===== src/rtl/core/assert_macros.svh =====
// Assertion macros shared by the smoother RTL files.
// Expects the including module to have signals named clk and rst_n.
`ifndef ASSERT_MACROS_SVH
`define ASSERT_MACROS_SVH

`ifndef SYNTHESIS
// Clocked check, switched off while reset is asserted.
`define RHRS_ASSERT(lbl, prop, msg) \
    lbl: assert property (@(posedge clk) disable iff (!rst_n) (prop)) else $error(msg);
// Clocked check that must also hold while reset is asserted.
`define RHRS_ASSERT_ALWAYS(lbl, prop, msg) \
    lbl: assert property (@(posedge clk) (prop)) else $error(msg);
`else
`define RHRS_ASSERT(lbl, prop, msg)
`define RHRS_ASSERT_ALWAYS(lbl, prop, msg)
`endif

`endif


===== src/rtl/core/rhrs_pkg.sv =====
// Types, constants and helper functions for the heart-rate smoother.
// Used by the sorter, the tracker and the top level; depends on nothing.
`timescale 1ns / 1ps
`default_nettype none

package rhrs_pkg;

    localparam int HIST_DEPTH = 9;
    localparam int HIST_IDX_W = 4;
    localparam int PASS_W     = 3;
    localparam int RATE_W     = 8;
    localparam int RAW_W      = 10;
    localparam int TIME_W     = 32;
    localparam int IVAL_W     = 16;
    localparam int REP_W      = 3;
    localparam int SEED_CNT_W = 2;

    typedef logic [RATE_W-1:0]     rate_t;
    typedef logic [HIST_IDX_W-1:0] hidx_t;
    typedef logic [PASS_W-1:0]     pass_t;
    typedef logic [REP_W-1:0]      rep_t;

    // Sorter sequencing: one bubble pass is HIST_DEPTH-1 compares plus one rotate.
    localparam hidx_t LAST_STEP = hidx_t'(HIST_DEPTH - 1);
    localparam pass_t LAST_PASS = pass_t'(HIST_DEPTH - 2);
    localparam hidx_t MID_LO    = hidx_t'(2);
    localparam hidx_t MID_HI    = hidx_t'(6);

    // Sum of five middle entries and its division by five via reciprocal.
    localparam int SUM5_W     = 11;
    localparam int DIV5_MUL_W = 12;
    localparam logic [DIV5_MUL_W-1:0] DIV5_MUL = 12'd3277;
    localparam int DIV5_SHIFT = 14;

    // Sum of three seed averages and its division by three.
    localparam int SUM3_W     = 10;
    localparam int DIV3_MUL_W = 10;
    localparam logic [DIV3_MUL_W-1:0] DIV3_MUL = 10'd683;
    localparam int DIV3_SHIFT = 11;

    localparam rep_t REP_MAX = 3'd7;
    localparam rep_t REP_ONE = 3'd1;
    localparam logic [SEED_CNT_W-1:0] SEED_LAST = 2'd2;

    typedef enum logic [2:0] {
        CFG_MIN_VALID   = 3'd0,
        CFG_MAX_VALID   = 3'd1,
        CFG_SEED_TOL    = 3'd2,
        CFG_CHANGE_LIM  = 3'd3,
        CFG_CAND_TOL    = 3'd4,
        CFG_CONFIRM     = 3'd5,
        CFG_MAX_STEP    = 3'd6,
        CFG_INTERVAL    = 3'd7
    } cfg_idx_t;

    typedef struct packed {
        rate_t              min_valid;
        rate_t              max_valid;
        rate_t              seed_tol;
        rate_t              change_limit;
        rate_t              cand_tol;
        rep_t               confirm;
        rate_t              max_step;
        logic [IVAL_W-1:0]  interval;
    } rhrs_cfg_t;

    localparam rhrs_cfg_t CFG_RESET = '{
        min_valid:    8'd30,
        max_valid:    8'd220,
        seed_tol:     8'd12,
        change_limit: 8'd12,
        cand_tol:     8'd10,
        confirm:      3'd3,
        max_step:     8'd4,
        interval:     16'd1000
    };

    typedef enum logic [2:0] {
        ST_IDLE,
        ST_LOAD,
        ST_SORT,
        ST_UPDATE,
        ST_EMIT
    } ctrl_state_t;

    typedef enum logic [2:0] {
        SRT_IDLE,
        SRT_PASS,
        SRT_SUM,
        SRT_DIV,
        SRT_DONE
    } sort_state_t;

    function automatic rate_t absdiff(input rate_t a, input rate_t b);
        absdiff = (a > b) ? (a - b) : (b - a);
    endfunction

    // Move cur toward tgt by at most step.
    function automatic rate_t approach(input rate_t cur, input rate_t tgt, input rate_t step);
        if (tgt > cur && (tgt - cur) > step)
            approach = cur + step;
        else if (cur > tgt && (cur - tgt) > step)
            approach = cur - step;
        else
            approach = tgt;
    endfunction

endpackage

`default_nettype wire


===== src/rtl/core/rhrs_sorter.sv =====
// Trimmed-mean unit: bubble sort over a rotating nine-entry line, then the
// middle five are summed and divided by five. Depends on rhrs_pkg.
`timescale 1ns / 1ps
`default_nettype none
`include "assert_macros.svh"

module rhrs_sorter
    import rhrs_pkg::*;
(
    input  logic  clk,
    input  logic  rst_n,
    input  logic  start,
    input  rate_t vals [HIST_DEPTH],
    output logic  done,
    output rate_t avg
);

    sort_state_t state_reg, state_next;
    rate_t       w_reg [HIST_DEPTH];
    hidx_t       step_reg;
    pass_t       pass_reg;
    logic [SUM5_W-1:0] sum_reg;
    rate_t       avg_reg;

    rate_t lo, hi;
    logic [SUM5_W+DIV5_MUL_W-1:0] prod;

    // The single compare unit always looks at the two head taps.
    assign lo   = (w_reg[1] < w_reg[0]) ? w_reg[1] : w_reg[0];
    assign hi   = (w_reg[1] < w_reg[0]) ? w_reg[0] : w_reg[1];
    assign prod = (SUM5_W+DIV5_MUL_W)'(sum_reg) * (SUM5_W+DIV5_MUL_W)'(DIV5_MUL);

    always_ff @(posedge clk or negedge rst_n)
    begin
        if (!rst_n)
            state_reg <= SRT_IDLE;
        else
            state_reg <= state_next;
    end

    always_comb
    begin
        state_next = state_reg;
        done       = 1'b0;
        unique case (state_reg)
            SRT_IDLE:
            begin
                if (start)
                    state_next = SRT_PASS;
            end
            SRT_PASS:
            begin
                if (step_reg == LAST_STEP && pass_reg == LAST_PASS)
                    state_next = SRT_SUM;
            end
            SRT_SUM:
            begin
                if (step_reg == MID_HI)
                    state_next = SRT_DIV;
            end
            SRT_DIV:
            begin
                state_next = SRT_DONE;
            end
            SRT_DONE:
            begin
                done       = 1'b1;
                state_next = SRT_IDLE;
            end
            default:
            begin
                state_next = SRT_IDLE;
            end
        endcase
    end

    always_ff @(posedge clk or negedge rst_n)
    begin
        if (!rst_n)
        begin
            step_reg <= '0;
            pass_reg <= '0;
        end
        else
        begin
            unique case (state_reg)
                SRT_IDLE:
                begin
                    step_reg <= '0;
                    pass_reg <= '0;
                end
                SRT_PASS:
                begin
                    if (step_reg == LAST_STEP)
                    begin
                        step_reg <= '0;
                        pass_reg <= pass_reg + pass_t'(1);
                    end
                    else
                        step_reg <= step_reg + hidx_t'(1);
                end
                SRT_SUM:
                begin
                    step_reg <= step_reg + hidx_t'(1);
                end
                default:
                begin
                    step_reg <= '0;
                end
            endcase
        end
    end

    // A compare step keeps the larger value at the head and sends the smaller
    // to the tail; the last step of a pass only rotates, which puts the pass
    // maximum at the tail and leaves the line in plain bubble-sort order.
    always_ff @(posedge clk)
    begin
        unique case (state_reg)
            SRT_IDLE:
            begin
                if (start)
                begin
                    for (int i = 0; i < HIST_DEPTH; i++)
                        w_reg[i] <= vals[i];
                end
                sum_reg <= '0;
            end
            SRT_PASS:
            begin
                if (step_reg == LAST_STEP)
                begin
                    for (int i = 0; i < HIST_DEPTH - 1; i++)
                        w_reg[i] <= w_reg[i+1];
                    w_reg[HIST_DEPTH-1] <= w_reg[0];
                end
                else
                begin
                    w_reg[0] <= hi;
                    for (int i = 1; i < HIST_DEPTH - 1; i++)
                        w_reg[i] <= w_reg[i+1];
                    w_reg[HIST_DEPTH-1] <= lo;
                end
            end
            SRT_SUM:
            begin
                for (int i = 0; i < HIST_DEPTH - 1; i++)
                    w_reg[i] <= w_reg[i+1];
                w_reg[HIST_DEPTH-1] <= w_reg[0];
                if (step_reg >= MID_LO)
                    sum_reg <= sum_reg + SUM5_W'(w_reg[0]);
            end
            SRT_DIV:
            begin
                avg_reg <= prod[DIV5_SHIFT +: RATE_W];
            end
            default:
            begin
                sum_reg <= sum_reg;
            end
        endcase
    end

    assign avg = avg_reg;

    `RHRS_ASSERT(a_done_single, done |=> !done, "sorter done lasted more than one cycle")
    `RHRS_ASSERT(a_start_clears, (start && state_reg == SRT_IDLE) |=> (step_reg == '0 && pass_reg == '0), "sorter counters not cleared on start")
    `RHRS_ASSERT(a_step_range, step_reg <= LAST_STEP, "sorter step counter out of range")

endmodule

`default_nettype wire


===== src/rtl/core/rhrs_tracker.sv =====
// Stable-rate tracker: seeding from three averages, slew-limited following
// and candidate confirmation for large changes. Depends on rhrs_pkg.
`timescale 1ns / 1ps
`default_nettype none
`include "assert_macros.svh"

module rhrs_tracker
    import rhrs_pkg::*;
(
    input  logic      clk,
    input  logic      rst_n,
    input  logic      clear,
    input  logic      update,
    input  rate_t     avg,
    input  rhrs_cfg_t cfg,
    output logic      present,
    output rate_t     value
);

    logic                  present_reg, present_next;
    rate_t                 value_reg, value_next;
    logic [SEED_CNT_W-1:0] seed_cnt_reg, seed_cnt_next;
    rate_t                 seed0_reg, seed0_next;
    rate_t                 seed1_reg, seed1_next;
    rate_t                 cand_reg, cand_next;
    logic                  cand_p_reg, cand_p_next;
    rep_t                  rep_reg, rep_next;

    rate_t              seed_lo, seed_hi, seed_mean;
    logic [SUM3_W-1:0]  seed_sum;
    logic [SUM3_W+DIV3_MUL_W-1:0] seed_prod;
    logic               near;
    rate_t              target, stepped;
    rep_t               rep_inc;

    always_comb
    begin
        seed_lo = seed0_reg;
        seed_hi = seed0_reg;
        if (seed1_reg < seed_lo) seed_lo = seed1_reg;
        if (seed1_reg > seed_hi) seed_hi = seed1_reg;
        if (avg < seed_lo) seed_lo = avg;
        if (avg > seed_hi) seed_hi = avg;
    end

    assign seed_sum  = SUM3_W'(seed0_reg) + SUM3_W'(seed1_reg) + SUM3_W'(avg);
    assign seed_prod = (SUM3_W+DIV3_MUL_W)'(seed_sum) * (SUM3_W+DIV3_MUL_W)'(DIV3_MUL);
    assign seed_mean = seed_prod[DIV3_SHIFT +: RATE_W];

    // One approach unit serves both the direct follow and the confirmed move.
    assign near    = absdiff(avg, value_reg) <= cfg.change_limit;
    assign target  = near ? avg : cand_reg;
    assign stepped = approach(value_reg, target, cfg.max_step);
    assign rep_inc = (rep_reg == REP_MAX) ? REP_MAX : rep_reg + REP_ONE;

    always_comb
    begin
        present_next  = present_reg;
        value_next    = value_reg;
        seed_cnt_next = seed_cnt_reg;
        seed0_next    = seed0_reg;
        seed1_next    = seed1_reg;
        cand_next     = cand_reg;
        cand_p_next   = cand_p_reg;
        rep_next      = rep_reg;

        priority if (clear)
        begin
            present_next  = 1'b0;
            value_next    = '0;
            seed_cnt_next = '0;
            cand_next     = '0;
            cand_p_next   = 1'b0;
            rep_next      = '0;
        end
        else if (update && !present_reg)
        begin
            if (seed_cnt_reg == '0)
            begin
                seed0_next    = avg;
                seed_cnt_next = seed_cnt_reg + 2'd1;
            end
            else if (seed_cnt_reg != SEED_LAST)
            begin
                seed1_next    = avg;
                seed_cnt_next = seed_cnt_reg + 2'd1;
            end
            else if ((seed_hi - seed_lo) <= cfg.seed_tol)
            begin
                value_next    = seed_mean;
                present_next  = 1'b1;
                seed_cnt_next = '0;
                cand_next     = '0;
                cand_p_next   = 1'b0;
                rep_next      = '0;
            end
            else
            begin
                // Spread too wide: drop the oldest and wait for one more.
                seed0_next    = seed1_reg;
                seed1_next    = avg;
                seed_cnt_next = SEED_LAST;
            end
        end
        else if (update)
        begin
            if (near)
            begin
                value_next  = stepped;
                cand_next   = '0;
                cand_p_next = 1'b0;
                rep_next    = '0;
            end
            else if (!cand_p_reg || absdiff(avg, cand_reg) > cfg.cand_tol)
            begin
                cand_next   = avg;
                cand_p_next = 1'b1;
                rep_next    = REP_ONE;
            end
            else if (rep_inc >= cfg.confirm)
            begin
                value_next = stepped;
                if (absdiff(stepped, cand_reg) <= cfg.change_limit)
                begin
                    cand_next   = '0;
                    cand_p_next = 1'b0;
                    rep_next    = '0;
                end
                else
                    rep_next = cfg.confirm;
            end
            else
                rep_next = rep_inc;
        end
    end

    always_ff @(posedge clk or negedge rst_n)
    begin
        if (!rst_n)
        begin
            present_reg  <= 1'b0;
            value_reg    <= '0;
            seed_cnt_reg <= '0;
            seed0_reg    <= '0;
            seed1_reg    <= '0;
            cand_reg     <= '0;
            cand_p_reg   <= 1'b0;
            rep_reg      <= '0;
        end
        else
        begin
            present_reg  <= present_next;
            value_reg    <= value_next;
            seed_cnt_reg <= seed_cnt_next;
            seed0_reg    <= seed0_next;
            seed1_reg    <= seed1_next;
            cand_reg     <= cand_next;
            cand_p_reg   <= cand_p_next;
            rep_reg      <= rep_next;
        end
    end

    assign present = present_reg;
    assign value   = value_reg;

    `RHRS_ASSERT(a_seed_idle, present_reg |-> (seed_cnt_reg == '0), "seed count left over after seeding")
    `RHRS_ASSERT(a_seed_range, seed_cnt_reg != 2'd3, "seed count past three")
    `RHRS_ASSERT(a_no_cand, !cand_p_reg |-> (rep_reg == '0 && cand_reg == '0), "stale candidate state")
    `RHRS_ASSERT(a_clear, clear |=> (!present_reg && !cand_p_reg), "clear did not drop stable rate")

endmodule

`default_nettype wire


===== src/rtl/core/robust_heart_rate_smoother.sv =====
// Top level of the robust heart-rate smoother: configuration registers,
// reading history, control sequencer and output register. Depends on
// rhrs_pkg, rhrs_sorter and rhrs_tracker.
`timescale 1ns / 1ps
`default_nettype none
`include "assert_macros.svh"

// Robust heart-rate smoother. Each input beat carries either a raw reading
// with a millisecond timestamp or a clear command (tuser bit 0 set). Readings
// inside [min_valid_rate, max_valid_rate] go into a nine-entry history ring.
// Once the ring is full and at least update_interval_ms has passed since the
// last update, the history is sorted and the middle five readings are
// averaged; that average seeds or moves the stable rate. Every input beat
// produces exactly one output beat. A beat that causes no update moves the
// sequencer from idle to the emit state, which loads its result into the
// output register and returns to idle, where the next input beat can be
// taken. A beat that triggers an update passes through the load, sort,
// update and emit states: the sorter copies the history, and its single
// compare unit makes eight bubble passes of nine steps over the rotating
// history, followed by seven summing steps and one divide step; the sorter
// then raises its done flag, the tracker takes the average in the update
// state, and the emit state loads the result into the output register.
// The input side is not ready while a beat is being worked on. A finished
// result sits in the output register, and the next input beat can be taken
// while it waits there; that beat's result then waits, with the input side
// not ready, until the sink takes the earlier one. Configuration writes are
// taken every cycle and must only be made while the block is idle.

module robust_heart_rate_smoother
    import rhrs_pkg::*;
(
    input  logic        clk,
    input  logic        rst_n,

    input  logic        s_axis_tvalid,
    output logic        s_axis_tready,
    input  logic [47:0] s_axis_tdata,   // [9:0] raw_rate, [41:10] now_ms, rest zero
    input  logic [0:0]  s_axis_tuser,   // [0] action (1 = clear)

    output logic        m_axis_tvalid,
    input  logic        m_axis_tready,
    output logic [7:0]  m_axis_tdata,   // [7:0] stable_rate
    output logic [1:0]  m_axis_tuser,   // [0] rate_valid, [1] reading_accepted

    input  logic        cfg_valid,
    output logic        cfg_ready,
    input  logic [2:0]  cfg_index,
    input  logic [15:0] cfg_data
);

    // Configuration registers.
    rhrs_cfg_t cfg_reg;

    // Input beat fields.
    logic              in_action;
    logic [RAW_W-1:0]  in_raw;
    logic [TIME_W-1:0] in_now;
    logic              in_accept;
    logic              in_range;
    logic              full_after;
    logic              due;
    logic [TIME_W-1:0] elapsed;

    // History and its bookkeeping.
    rate_t             hist_reg [HIST_DEPTH];
    hidx_t             wr_idx_reg;
    hidx_t             fill_reg;
    logic [TIME_W-1:0] last_upd_reg;
    logic              acc_reg;

    // Sequencer.
    ctrl_state_t state_reg, state_next;
    logic        sort_start;
    logic        trk_update;
    logic        trk_clear;
    logic        emit_load;

    // Sorter and tracker results.
    logic  sort_done;
    rate_t sort_avg;
    logic  trk_present;
    rate_t trk_value;

    // Output register.
    logic        m_valid_reg;
    rate_t       m_data_reg;
    logic [1:0]  m_user_reg;

    assign cfg_ready = 1'b1;

    always_ff @(posedge clk or negedge rst_n)
    begin
        if (!rst_n)
            cfg_reg <= CFG_RESET;
        else if (cfg_valid && cfg_ready)
        begin
            unique case (cfg_idx_t'(cfg_index))
                CFG_MIN_VALID:  cfg_reg.min_valid    <= cfg_data[RATE_W-1:0];
                CFG_MAX_VALID:  cfg_reg.max_valid    <= cfg_data[RATE_W-1:0];
                CFG_SEED_TOL:   cfg_reg.seed_tol     <= cfg_data[RATE_W-1:0];
                CFG_CHANGE_LIM: cfg_reg.change_limit <= cfg_data[RATE_W-1:0];
                CFG_CAND_TOL:   cfg_reg.cand_tol     <= cfg_data[RATE_W-1:0];
                CFG_CONFIRM:    cfg_reg.confirm      <= cfg_data[REP_W-1:0];
                CFG_MAX_STEP:   cfg_reg.max_step     <= cfg_data[RATE_W-1:0];
                CFG_INTERVAL:   cfg_reg.interval     <= cfg_data[IVAL_W-1:0];
                default:        cfg_reg              <= cfg_reg;
            endcase
        end
    end

    assign in_action = s_axis_tuser[0];
    assign in_raw    = s_axis_tdata[RAW_W-1:0];
    assign in_now    = s_axis_tdata[RAW_W +: TIME_W];

    assign s_axis_tready = (state_reg == ST_IDLE);
    assign in_accept     = s_axis_tvalid && s_axis_tready;

    // An accepted reading is at most max_valid_rate, so it always fits the
    // eight-bit history entries.
    assign in_range   = (in_raw >= RAW_W'(cfg_reg.min_valid)) &&
                        (in_raw <= RAW_W'(cfg_reg.max_valid));
    assign full_after = (fill_reg >= hidx_t'(HIST_DEPTH - 1));
    assign elapsed    = in_now - last_upd_reg;
    assign due        = (elapsed >= TIME_W'(cfg_reg.interval));

    // History contents need no reset: the fill count gates every read.
    always_ff @(posedge clk)
    begin
        if (in_accept && !in_action && in_range)
            hist_reg[wr_idx_reg] <= in_raw[RATE_W-1:0];
    end

    always_ff @(posedge clk or negedge rst_n)
    begin
        if (!rst_n)
        begin
            wr_idx_reg   <= '0;
            fill_reg     <= '0;
            last_upd_reg <= '0;
            acc_reg      <= 1'b0;
        end
        else if (in_accept)
        begin
            acc_reg <= !in_action && in_range;
            if (in_action)
            begin
                wr_idx_reg   <= '0;
                fill_reg     <= '0;
                last_upd_reg <= '0;
            end
            else if (in_range)
            begin
                wr_idx_reg <= (wr_idx_reg == LAST_STEP) ? '0 : wr_idx_reg + hidx_t'(1);
                if (fill_reg != hidx_t'(HIST_DEPTH))
                    fill_reg <= fill_reg + hidx_t'(1);
                if (full_after && due)
                    last_upd_reg <= in_now;
            end
        end
    end

    always_ff @(posedge clk or negedge rst_n)
    begin
        if (!rst_n)
            state_reg <= ST_IDLE;
        else
            state_reg <= state_next;
    end

    // The history is copied into the sorter in the load state that follows the
    // accepting edge, so the reading just written is part of the sort.
    always_comb
    begin
        state_next = state_reg;
        sort_start = 1'b0;
        trk_update = 1'b0;
        emit_load  = 1'b0;
        unique case (state_reg)
            ST_IDLE:
            begin
                if (in_accept)
                begin
                    if (!in_action && in_range && full_after && due)
                        state_next = ST_LOAD;
                    else
                        state_next = ST_EMIT;
                end
            end
            ST_LOAD:
            begin
                sort_start = 1'b1;
                state_next = ST_SORT;
            end
            ST_SORT:
            begin
                if (sort_done)
                    state_next = ST_UPDATE;
            end
            ST_UPDATE:
            begin
                trk_update = 1'b1;
                state_next = ST_EMIT;
            end
            ST_EMIT:
            begin
                if (!m_valid_reg || m_axis_tready)
                begin
                    emit_load  = 1'b1;
                    state_next = ST_IDLE;
                end
            end
            default:
            begin
                state_next = ST_IDLE;
            end
        endcase
    end

    assign trk_clear = in_accept && in_action;

    rhrs_sorter u_sorter (
        .clk   (clk),
        .rst_n (rst_n),
        .start (sort_start),
        .vals  (hist_reg),
        .done  (sort_done),
        .avg   (sort_avg)
    );

    rhrs_tracker u_tracker (
        .clk     (clk),
        .rst_n   (rst_n),
        .clear   (trk_clear),
        .update  (trk_update),
        .avg     (sort_avg),
        .cfg     (cfg_reg),
        .present (trk_present),
        .value   (trk_value)
    );

    // Output register: holds one result beat until the sink takes it.
    always_ff @(posedge clk or negedge rst_n)
    begin
        if (!rst_n)
            m_valid_reg <= 1'b0;
        else if (emit_load)
            m_valid_reg <= 1'b1;
        else if (m_axis_tready)
            m_valid_reg <= 1'b0;
    end

    always_ff @(posedge clk)
    begin
        if (emit_load)
        begin
            m_data_reg <= trk_present ? trk_value : '0;
            m_user_reg <= {acc_reg, trk_present};
        end
    end

    assign m_axis_tvalid = m_valid_reg;
    assign m_axis_tdata  = m_data_reg;
    assign m_axis_tuser  = m_user_reg;

    `RHRS_ASSERT_ALWAYS(a_fill_range, fill_reg <= hidx_t'(HIST_DEPTH), "history fill count past depth")
    `RHRS_ASSERT_ALWAYS(a_idx_range, wr_idx_reg <= LAST_STEP, "history write index past depth")
    `RHRS_ASSERT(a_sort_full, sort_start |-> (fill_reg == hidx_t'(HIST_DEPTH)), "sort started on a partly filled history")
    `RHRS_ASSERT(a_busy_after, in_accept |=> !s_axis_tready, "input ready right after an accepted beat")
    `RHRS_ASSERT(a_no_overrun, emit_load |-> (!m_valid_reg || m_axis_tready), "output register overwritten before it was taken")

endmodule

`default_nettype wire

===== config.mk =====
export PLATFORM = sky130hd
export DESIGN_NAME = robust_heart_rate_smoother
export DESIGN_NICKNAME = d
export VERILOG_FILES = /design/src/rtl/core/rhrs_pkg.sv /design/src/rtl/core/rhrs_sorter.sv /design/src/rtl/core/rhrs_tracker.sv /design/src/rtl/core/robust_heart_rate_smoother.sv
export VERILOG_INCLUDE_DIRS = /design/src /design/src/rtl/core
export SDC_FILE = /design/constraint.sdc
export NUM_CORES = 1
export LEC_CHECK = 0
export ABC_AREA = 1
export BUFFER_PORTS_ARGS = -buffer_cell sky130_fd_sc_hd__buf_2
export CORE_MARGIN = 2
export CORE_UTILIZATION = 25
export DETAILED_ROUTE_END_ITERATION = 10
export GPL_ROUTABILITY_DRIVEN = 0
export PLACE_DENSITY = 0.41
export SETUP_SLACK_MARGIN = 0.02
export SYNTH_ARGS = -nofsm -noshare
export SYNTH_HDL_FRONTEND = slang
export SYNTH_SLANG_ARGS = --single-unit

===== constraint.sdc =====
create_clock -name clk -period 12.8 [get_ports clk]
set_clock_uncertainty 0.15 [all_clocks]
set_input_delay 1.28 -clock clk [delete_from_list [all_inputs] [get_ports clk]]
set_output_delay 1.28 -clock clk [all_outputs]
set_load 0.02 [all_outputs]

# Yosys cells after proc, flatten, opt, wreduce, memory -nomap -nowiden

Memory sizes are Yosys's and may differ from the RTL's.
Index checks and enable logic that the tools add are counted.

Input bits: 73
Register bits after elaboration: 262
Memories: 1
RAM bits: 72

Add/sub/neg operators: 21
Bitwise gates (word level): 30
Mux-type cells: 139
Multiply operators: 2
Reductions and logical operators: 57
Order comparisons: 24
Equal/unequal tests: 39

Memory list:

| name           | words | bits a word | read ports | clocked after memory_dff | wr ports | line              | text |
|---|---|---|---|---|---|---|---|
| u_sorter.w_reg | 9     | 8           | 9          | 0                        | 9        | rhrs_sorter.sv:19 | `rate_t w_reg [HIST_DEPTH];` |

Operators by type and width:

| kind                                                                    | count |
|---|---|
| 8-bit two-way mux                                                       | 64 |
| 32-bit two-way mux                                                      | 3 |
| 8-bit > comparator                                                      | 10 |
| 8-bit subtractor                                                        | 10 |
| 72-bit bitwise mux                                                      | 1 |
| 3-bit two-way mux                                                       | 19 |
| 1-bit two-way mux                                                       | 33 |
| 8-bit demux with 4-bit select                                           | 1 |
| 32-bit by 16-bit greater-or-equal comparator with 1-bit output          | 1 |
| 32-bit subtractor                                                       | 1 |
| 4-bit two-way mux                                                       | 7 |
| 1-bit OR                                                                | 27 |
| 3-bit equality test, second input constant                              | 8 |
| 8-bit less-or-equal comparator                                          | 3 |
| 8-bit < comparator                                                      | 3 |
| 11-bit by 12-bit multiplier with 22-bit output, second input constant   | 1 |
| 11-bit one-hot mux with 2 select lines                                  | 1 |
| 2-bit AND reduction                                                     | 11 |
| 10-bit by 10-bit multiplier with 19-bit output, second input constant   | 1 |
| 3-bit by 2-bit equality test with 1-bit output, second input constant   | 6 |
| 2-bit by 1-bit inequality test with 1-bit output, second input constant | 8 |
| 4-bit AND reduction                                                     | 4 |
| 2-bit nonzero test                                                      | 8 |
| 3-bit one-hot mux with 5 select lines                                   | 1 |
| 38 further kinds                                                        | 80 |

# Logic depth before layout (Yosys ltp)

Depth in word-level cells: 19
Gate-level depth with buffers: 65
Gate-level depth less buffers: 64

# By module

From an unflattened synthesis, not the netlist that was laid out.

Cell total of the unflattened synthesis: 3491
Area total of the unflattened synthesis: 27956.8 um^2

Modules (own cells, without submodules):

| module                     | seq. area each (um^2) | area an instance (um^2) | instances | cells an instance |
|---|---|---|---|---|
| robust_heart_rate_smoother | 5295.1                | 10926.7                 | 1         | 1317 |
| rhrs_tracker               | 975.9                 | 9593.0                  | 1         | 1337 |
| rhrs_sorter                | 2982.9                | 7437.1                  | 1         | 837 |

# Least setup slack after synthesis

No wires, ideal clock.

Path type: flip-flop to flip-flop
Start: reg u_sorter.avg_reg[0], in the netlist u_sorter.avg[0]
End: reg u_tracker.cand_reg[0]
Data arrival time: 8.848 ns
Clock period less this slack: 9.134 ns
Cell stages (with the launch flop): 56
Path buffers: 1
Required time: 12.514 ns
Slack: 3.666 ns
Cell sequence: edfxtp_1 > inv_1 > ha_1 > inv_1 > fa_1 > nand2_1 > nand2_1 > nand2_1 > nand3_1 > nand2_1 > inv_1 > o21ai_0 > o221ai_1 > xnor2_1 > inv_1 > ha_1 > nand2_1 > nor2_1 > [20 not listed] > o21ai_1 > inv_2 > ha_1 > fa_1 > o21ai_0 > nand2_1 > o211ai_1 > nand2_1 > mux2i_1 > o221ai_1 > xnor2_1 > inv_1 > ha_1 > nand3_1 > o41ai_1 > a211oi_1 > nor2_2 > o22ai_1

Word-level cells in the longest chain between the ends: 14

RTL lines:

| what                                                          | line                | text |
|---|---|---|
| from (decl)                                                   | rhrs_sorter.sv:23   | `rate_t avg_reg;` |
| from (signal assigned)                                        | rhrs_sorter.sv:155  | `avg_reg <= prod[DIV5_SHIFT +: RATE_W];` |
| 8-bit subtractor / 8-bit > comparator (equally long branches) | rhrs_pkg.sv:95      | `absdiff = (a > b) ? (a - b) : (b - a);` |
| 8-bit two-way mux                                             | rhrs_pkg.sv:95      |  |
| 8-bit less-or-equal comparator                                | rhrs_tracker.sv:51  | `assign near = absdiff(avg, value_reg) <= cfg.change_limit;` |
| 8-bit two-way mux                                             | rhrs_tracker.sv:52  | `assign target = near ? avg : cand_reg;` |
| 8-bit subtractor                                              | rhrs_pkg.sv:102     | `else if (cur > tgt && (cur - tgt) > step)` |
| 8-bit > comparator                                            | rhrs_pkg.sv:102     |  |
| 1-bit logical AND                                             | rhrs_pkg.sv:102     |  |
| 8-bit two-way mux                                             | rhrs_pkg.sv:102     |  |
| 8-bit two-way mux                                             | rhrs_pkg.sv:100     | `if (tgt > cur && (tgt - cur) > step)` |
| 8-bit subtractor / 8-bit > comparator (equally long branches) | rhrs_pkg.sv:95      |  |
| 8-bit two-way mux                                             | rhrs_pkg.sv:95      |  |
| 8-bit less-or-equal comparator                                | rhrs_tracker.sv:123 | `if (absdiff(stepped, cand_reg) <= cfg.change_limit)` |
| 5-bit nonzero test (no line)                                  | --                  |  |
| 6-bit AND reduction (no line)                                 | --                  |  |
| to (signal assigned)                                          | rhrs_tracker.sv:157 | `cand_reg <= cand_next;` |
| to (decl)                                                     | rhrs_tracker.sv:25  | `rate_t cand_reg, cand_next;` |

Several ways; a longest one is shown, not always the timed one. The select of a mux whose other input is x is not followed.
A chain may end at the register's enable or synchronous reset.

# Worst setup path in the final report

Start: reg u_tracker.value_reg[1], in the netlist u_tracker.value[1]
End: reg u_tracker.cand_reg[6]

Word-level cells in the longest chain between the ends: 14

RTL lines:

| what                                                          | line                | text |
|---|---|---|
| from (decl)                                                   | rhrs_tracker.sv:21  | `rate_t value_reg, value_next;` |
| from (signal assigned)                                        | rhrs_tracker.sv:153 | `value_reg <= value_next;` |
| 8-bit subtractor / 8-bit > comparator (equally long branches) | rhrs_pkg.sv:95      |  |
| 8-bit two-way mux                                             | rhrs_pkg.sv:95      |  |
| 8-bit less-or-equal comparator                                | rhrs_tracker.sv:51  |  |
| 8-bit two-way mux                                             | rhrs_tracker.sv:52  |  |
| 8-bit subtractor                                              | rhrs_pkg.sv:102     |  |
| 8-bit > comparator                                            | rhrs_pkg.sv:102     |  |
| 1-bit logical AND                                             | rhrs_pkg.sv:102     |  |
| 8-bit two-way mux                                             | rhrs_pkg.sv:102     |  |
| 8-bit two-way mux                                             | rhrs_pkg.sv:100     |  |
| 8-bit subtractor / 8-bit > comparator (equally long branches) | rhrs_pkg.sv:95      |  |
| 8-bit two-way mux                                             | rhrs_pkg.sv:95      |  |
| 8-bit less-or-equal comparator                                | rhrs_tracker.sv:123 |  |
| 5-bit nonzero test (no line)                                  | --                  |  |
| 6-bit AND reduction (no line)                                 | --                  |  |

Several ways; a longest one is shown, not always the timed one. The select of a mux whose other input is x is not followed.

==> reports/metrics.cfg <==
[outcome]
status=completed

[synthesis]
synthMuxAreaShare_pct=0.335
syn_area_per_cell_um2=8.22
synth_xor_xnor_area_share_pct=2.97
synth_nets=3790
yosysWarnings=0
synth-compound-area-share_pct=11.3
synth_top_family_by_area=adder cells
yosys.area_share.simple_pct=19.6
synth_ff_type=edfxtp_1
synth_top_area_share_pct=19.3
ys_seq_area_share_pct=34.4
synth_seq_cells=334
synth_edf_count=173
synth_fa_ha_area_share_pct=22.8
yosys-top-cells-area=edfxtp_1 19%, ha_1 18%, dfrtp_1 13%, nand2_1 12%, inv_1 7.2%
syn_inst=3267
synth_area_mm2=0.0269
yosysTopAreaCell=edfxtp_1
async_reset_ff_share_pct=48.2
ys_types=63

[grt]
grt-ovfl-total=0
grt_pass1_wl_um=121000
grt_use_total_pct=13.8
grt_max_degree=101
grt_antenna_before_repair=3
grt_pass1_vias=21200

[hold_path]
hold_class=register to register
hold_path_end=m_axis_tuser[1]
min_path_cells=0
worstHoldStart=acc_reg

[detailed_routing]
firstDrtPassIters=5
num_vias=21200
drt-vias-per-instance=4.43
routed_wl_um=75500
drc=0
met1Wirelength_um=36800
routed.top_layer=met5
final_antenna_net_count=0
drt_iter0_drc=1110
post_drt_wl_per_cell_um=15.8
wl_met3_um=2060
wl_met2_um=35400

[cts]
clock-root-buffer=clkbuf_16
cts_buffers=41
clk_pin_slew_ns=0.06
clkSinkCount=334
cts_tree=yes
clockBufferDepth=3
cts_resized=0
post_cts_buffers=0
htreeDepth=2
cts_hold_buffers=0
clkLatencyLatePin_ns=0.59

[placement]
port_buffers=78
hpwl_um=58600

[timing]
setup_violations=0
period_needed_ns=11.43
worst_slew_pin_slew_ns=1.09
finalSetupTns_ns=0
maxSlewViolCount=0
clock.fmax_mhz=87.5
finalCritPeriodShare_pct=89.3
rsz0062_at_grt=false
max_slew_margin_pct=27.1
hold_violations=0

[setup_path]
path_delay_family=compound AO/OA/AOI/OAI gates
rr_worst_depth=53
path_common_cell=nand2_1
worstPathMaxFanout=17
crit_path_top_delay_cell=dfrtp_1
reg2reg_slack_ns=1.37
cp.required_ns=13.08
cp-end-kind=register
worstReg2RegStart=u_tracker.value[1]
critPathBufInv=9
r2r-end=u_tracker.cand_reg[6]
slowest_delay_ns=0.69
crit_type=register to register
arrival_ns=11.71
start_kind=register

[final_layout]
diodes=0
drive_gt1_share_pct=7.51
syn_to_final_growth_pct=13.0
layout_commonest_cell=nand2_1
final_util_pct=28.4
layout_common_cells=835 x nand2_1, 516 x inv_1, 383 x ha_1
num-nets-final=3875

[die]
num_io_pins=86
die_h_um=332
row_count=120
die_w_um=332
dieArea_mm2=0.110
initial_core_util_pct=25.2
coreArea_mm2=0.107

[job]
drv_cap=0

[through the flow]
step	cell area, um^2	setup slack [ns]	hold WS, ns	cells
3_5_place_dp	28900	1.43	0.314	4712
5_1_grt	30400	0.140	0.341	4787
3_3_place_gp	28900	1.47	0.305	4712
6_report	30400	1.37	0.315	4787
4_1_cts	30400	1.35	0.332	4787
2_1_floorplan	26900	3.67	0.269	3267
[per-layer routing]
metal	track usage (%)	vias up
met2	23.5	248
met1	18.7	9906
met5	0	-
met3	1.54	64
met4	2.80	4
li1	-	11000
[how the worst max path moves through the flow]
stage                                  start               endpoint  cells past startpoint  slack (ns)
after floorplan              u_sorter.avg[0]  u_tracker.cand_reg[0]                     55        3.67
final                     u_tracker.value[1]  u_tracker.cand_reg[6]                     53        1.37
after global routing      u_tracker.value[1]  u_tracker.cand_reg[6]                     53        0.14
after global placement    u_tracker.value[1]  u_tracker.cand_reg[6]                     53        1.47
after detailed placement  u_tracker.value[1]  u_tracker.cand_reg[1]                     53        1.43
after CTS                 u_tracker.value[1]  u_tracker.cand_reg[6]                     53        1.35
[kinds of logic (layout without fill, tap and decap cells)]
| kind of cell | Yosys count | in the layout |
|---|---|---|
| other | 1 | 1 |
| flip-flops | 334 | 334 |
| AO/OA/AOI/OAI | 549 | 549 |
| adder cells (fa/ha/maj) | 450 | 450 |
| AND/OR/NAND/NOR | 1248 | 1248 |
| buffers and inverters | 585 | 702 |
| XOR/XNOR | 91 | 91 |
| multiplexers | 9 | 9 |
[synth_stat cells (all sizes together), types with 4 or more instances]
| master | count |
|---|---|
| a211oi | 8 |
| a21boi | 4 |
| a21o | 8 |
| a21oi | 210 |
| a31oi | 5 |
| a32oi | 8 |
| buf | 29 |
| clkbuf | 33 |
| dfrtp | 137 |
| dfstp | 24 |
| edfxtp | 173 |
| fa | 67 |
| ha | 383 |
| inv | 521 |
| mux2i | 9 |
| nand2 | 852 |
| nand3 | 129 |
| nand3b | 9 |
| nand4 | 58 |
| nor2 | 161 |
| nor3 | 26 |
| o211ai | 25 |
| o21a | 4 |
| o21ai | 230 |
| o21bai | 16 |
| o221ai | 4 |
| o22ai | 14 |
| or2 | 6 |
| xnor2 | 29 |
| xor2 | 62 |
[cell type report]
| cell class | instances | area (um^2) |
|---|---|---|
| Clock buffer | 52 | 1090 |
| Timing Repair Buffer | 104 | 594 |
| Clock inverter | 23 | 348 |
| Fill cell | 11600 | 76400 |
| Inverter | 523 | 1960 |
| Tap cell | 1403 | 1760 |
| Multi-Input combinational cell | 2348 | 15400 |
| Sequential cell | 334 | 9250 |
Power is left out: the tool's default activity adds up to more than one toggle a clock period on the data nets, which glitch-free logic cannot reach.
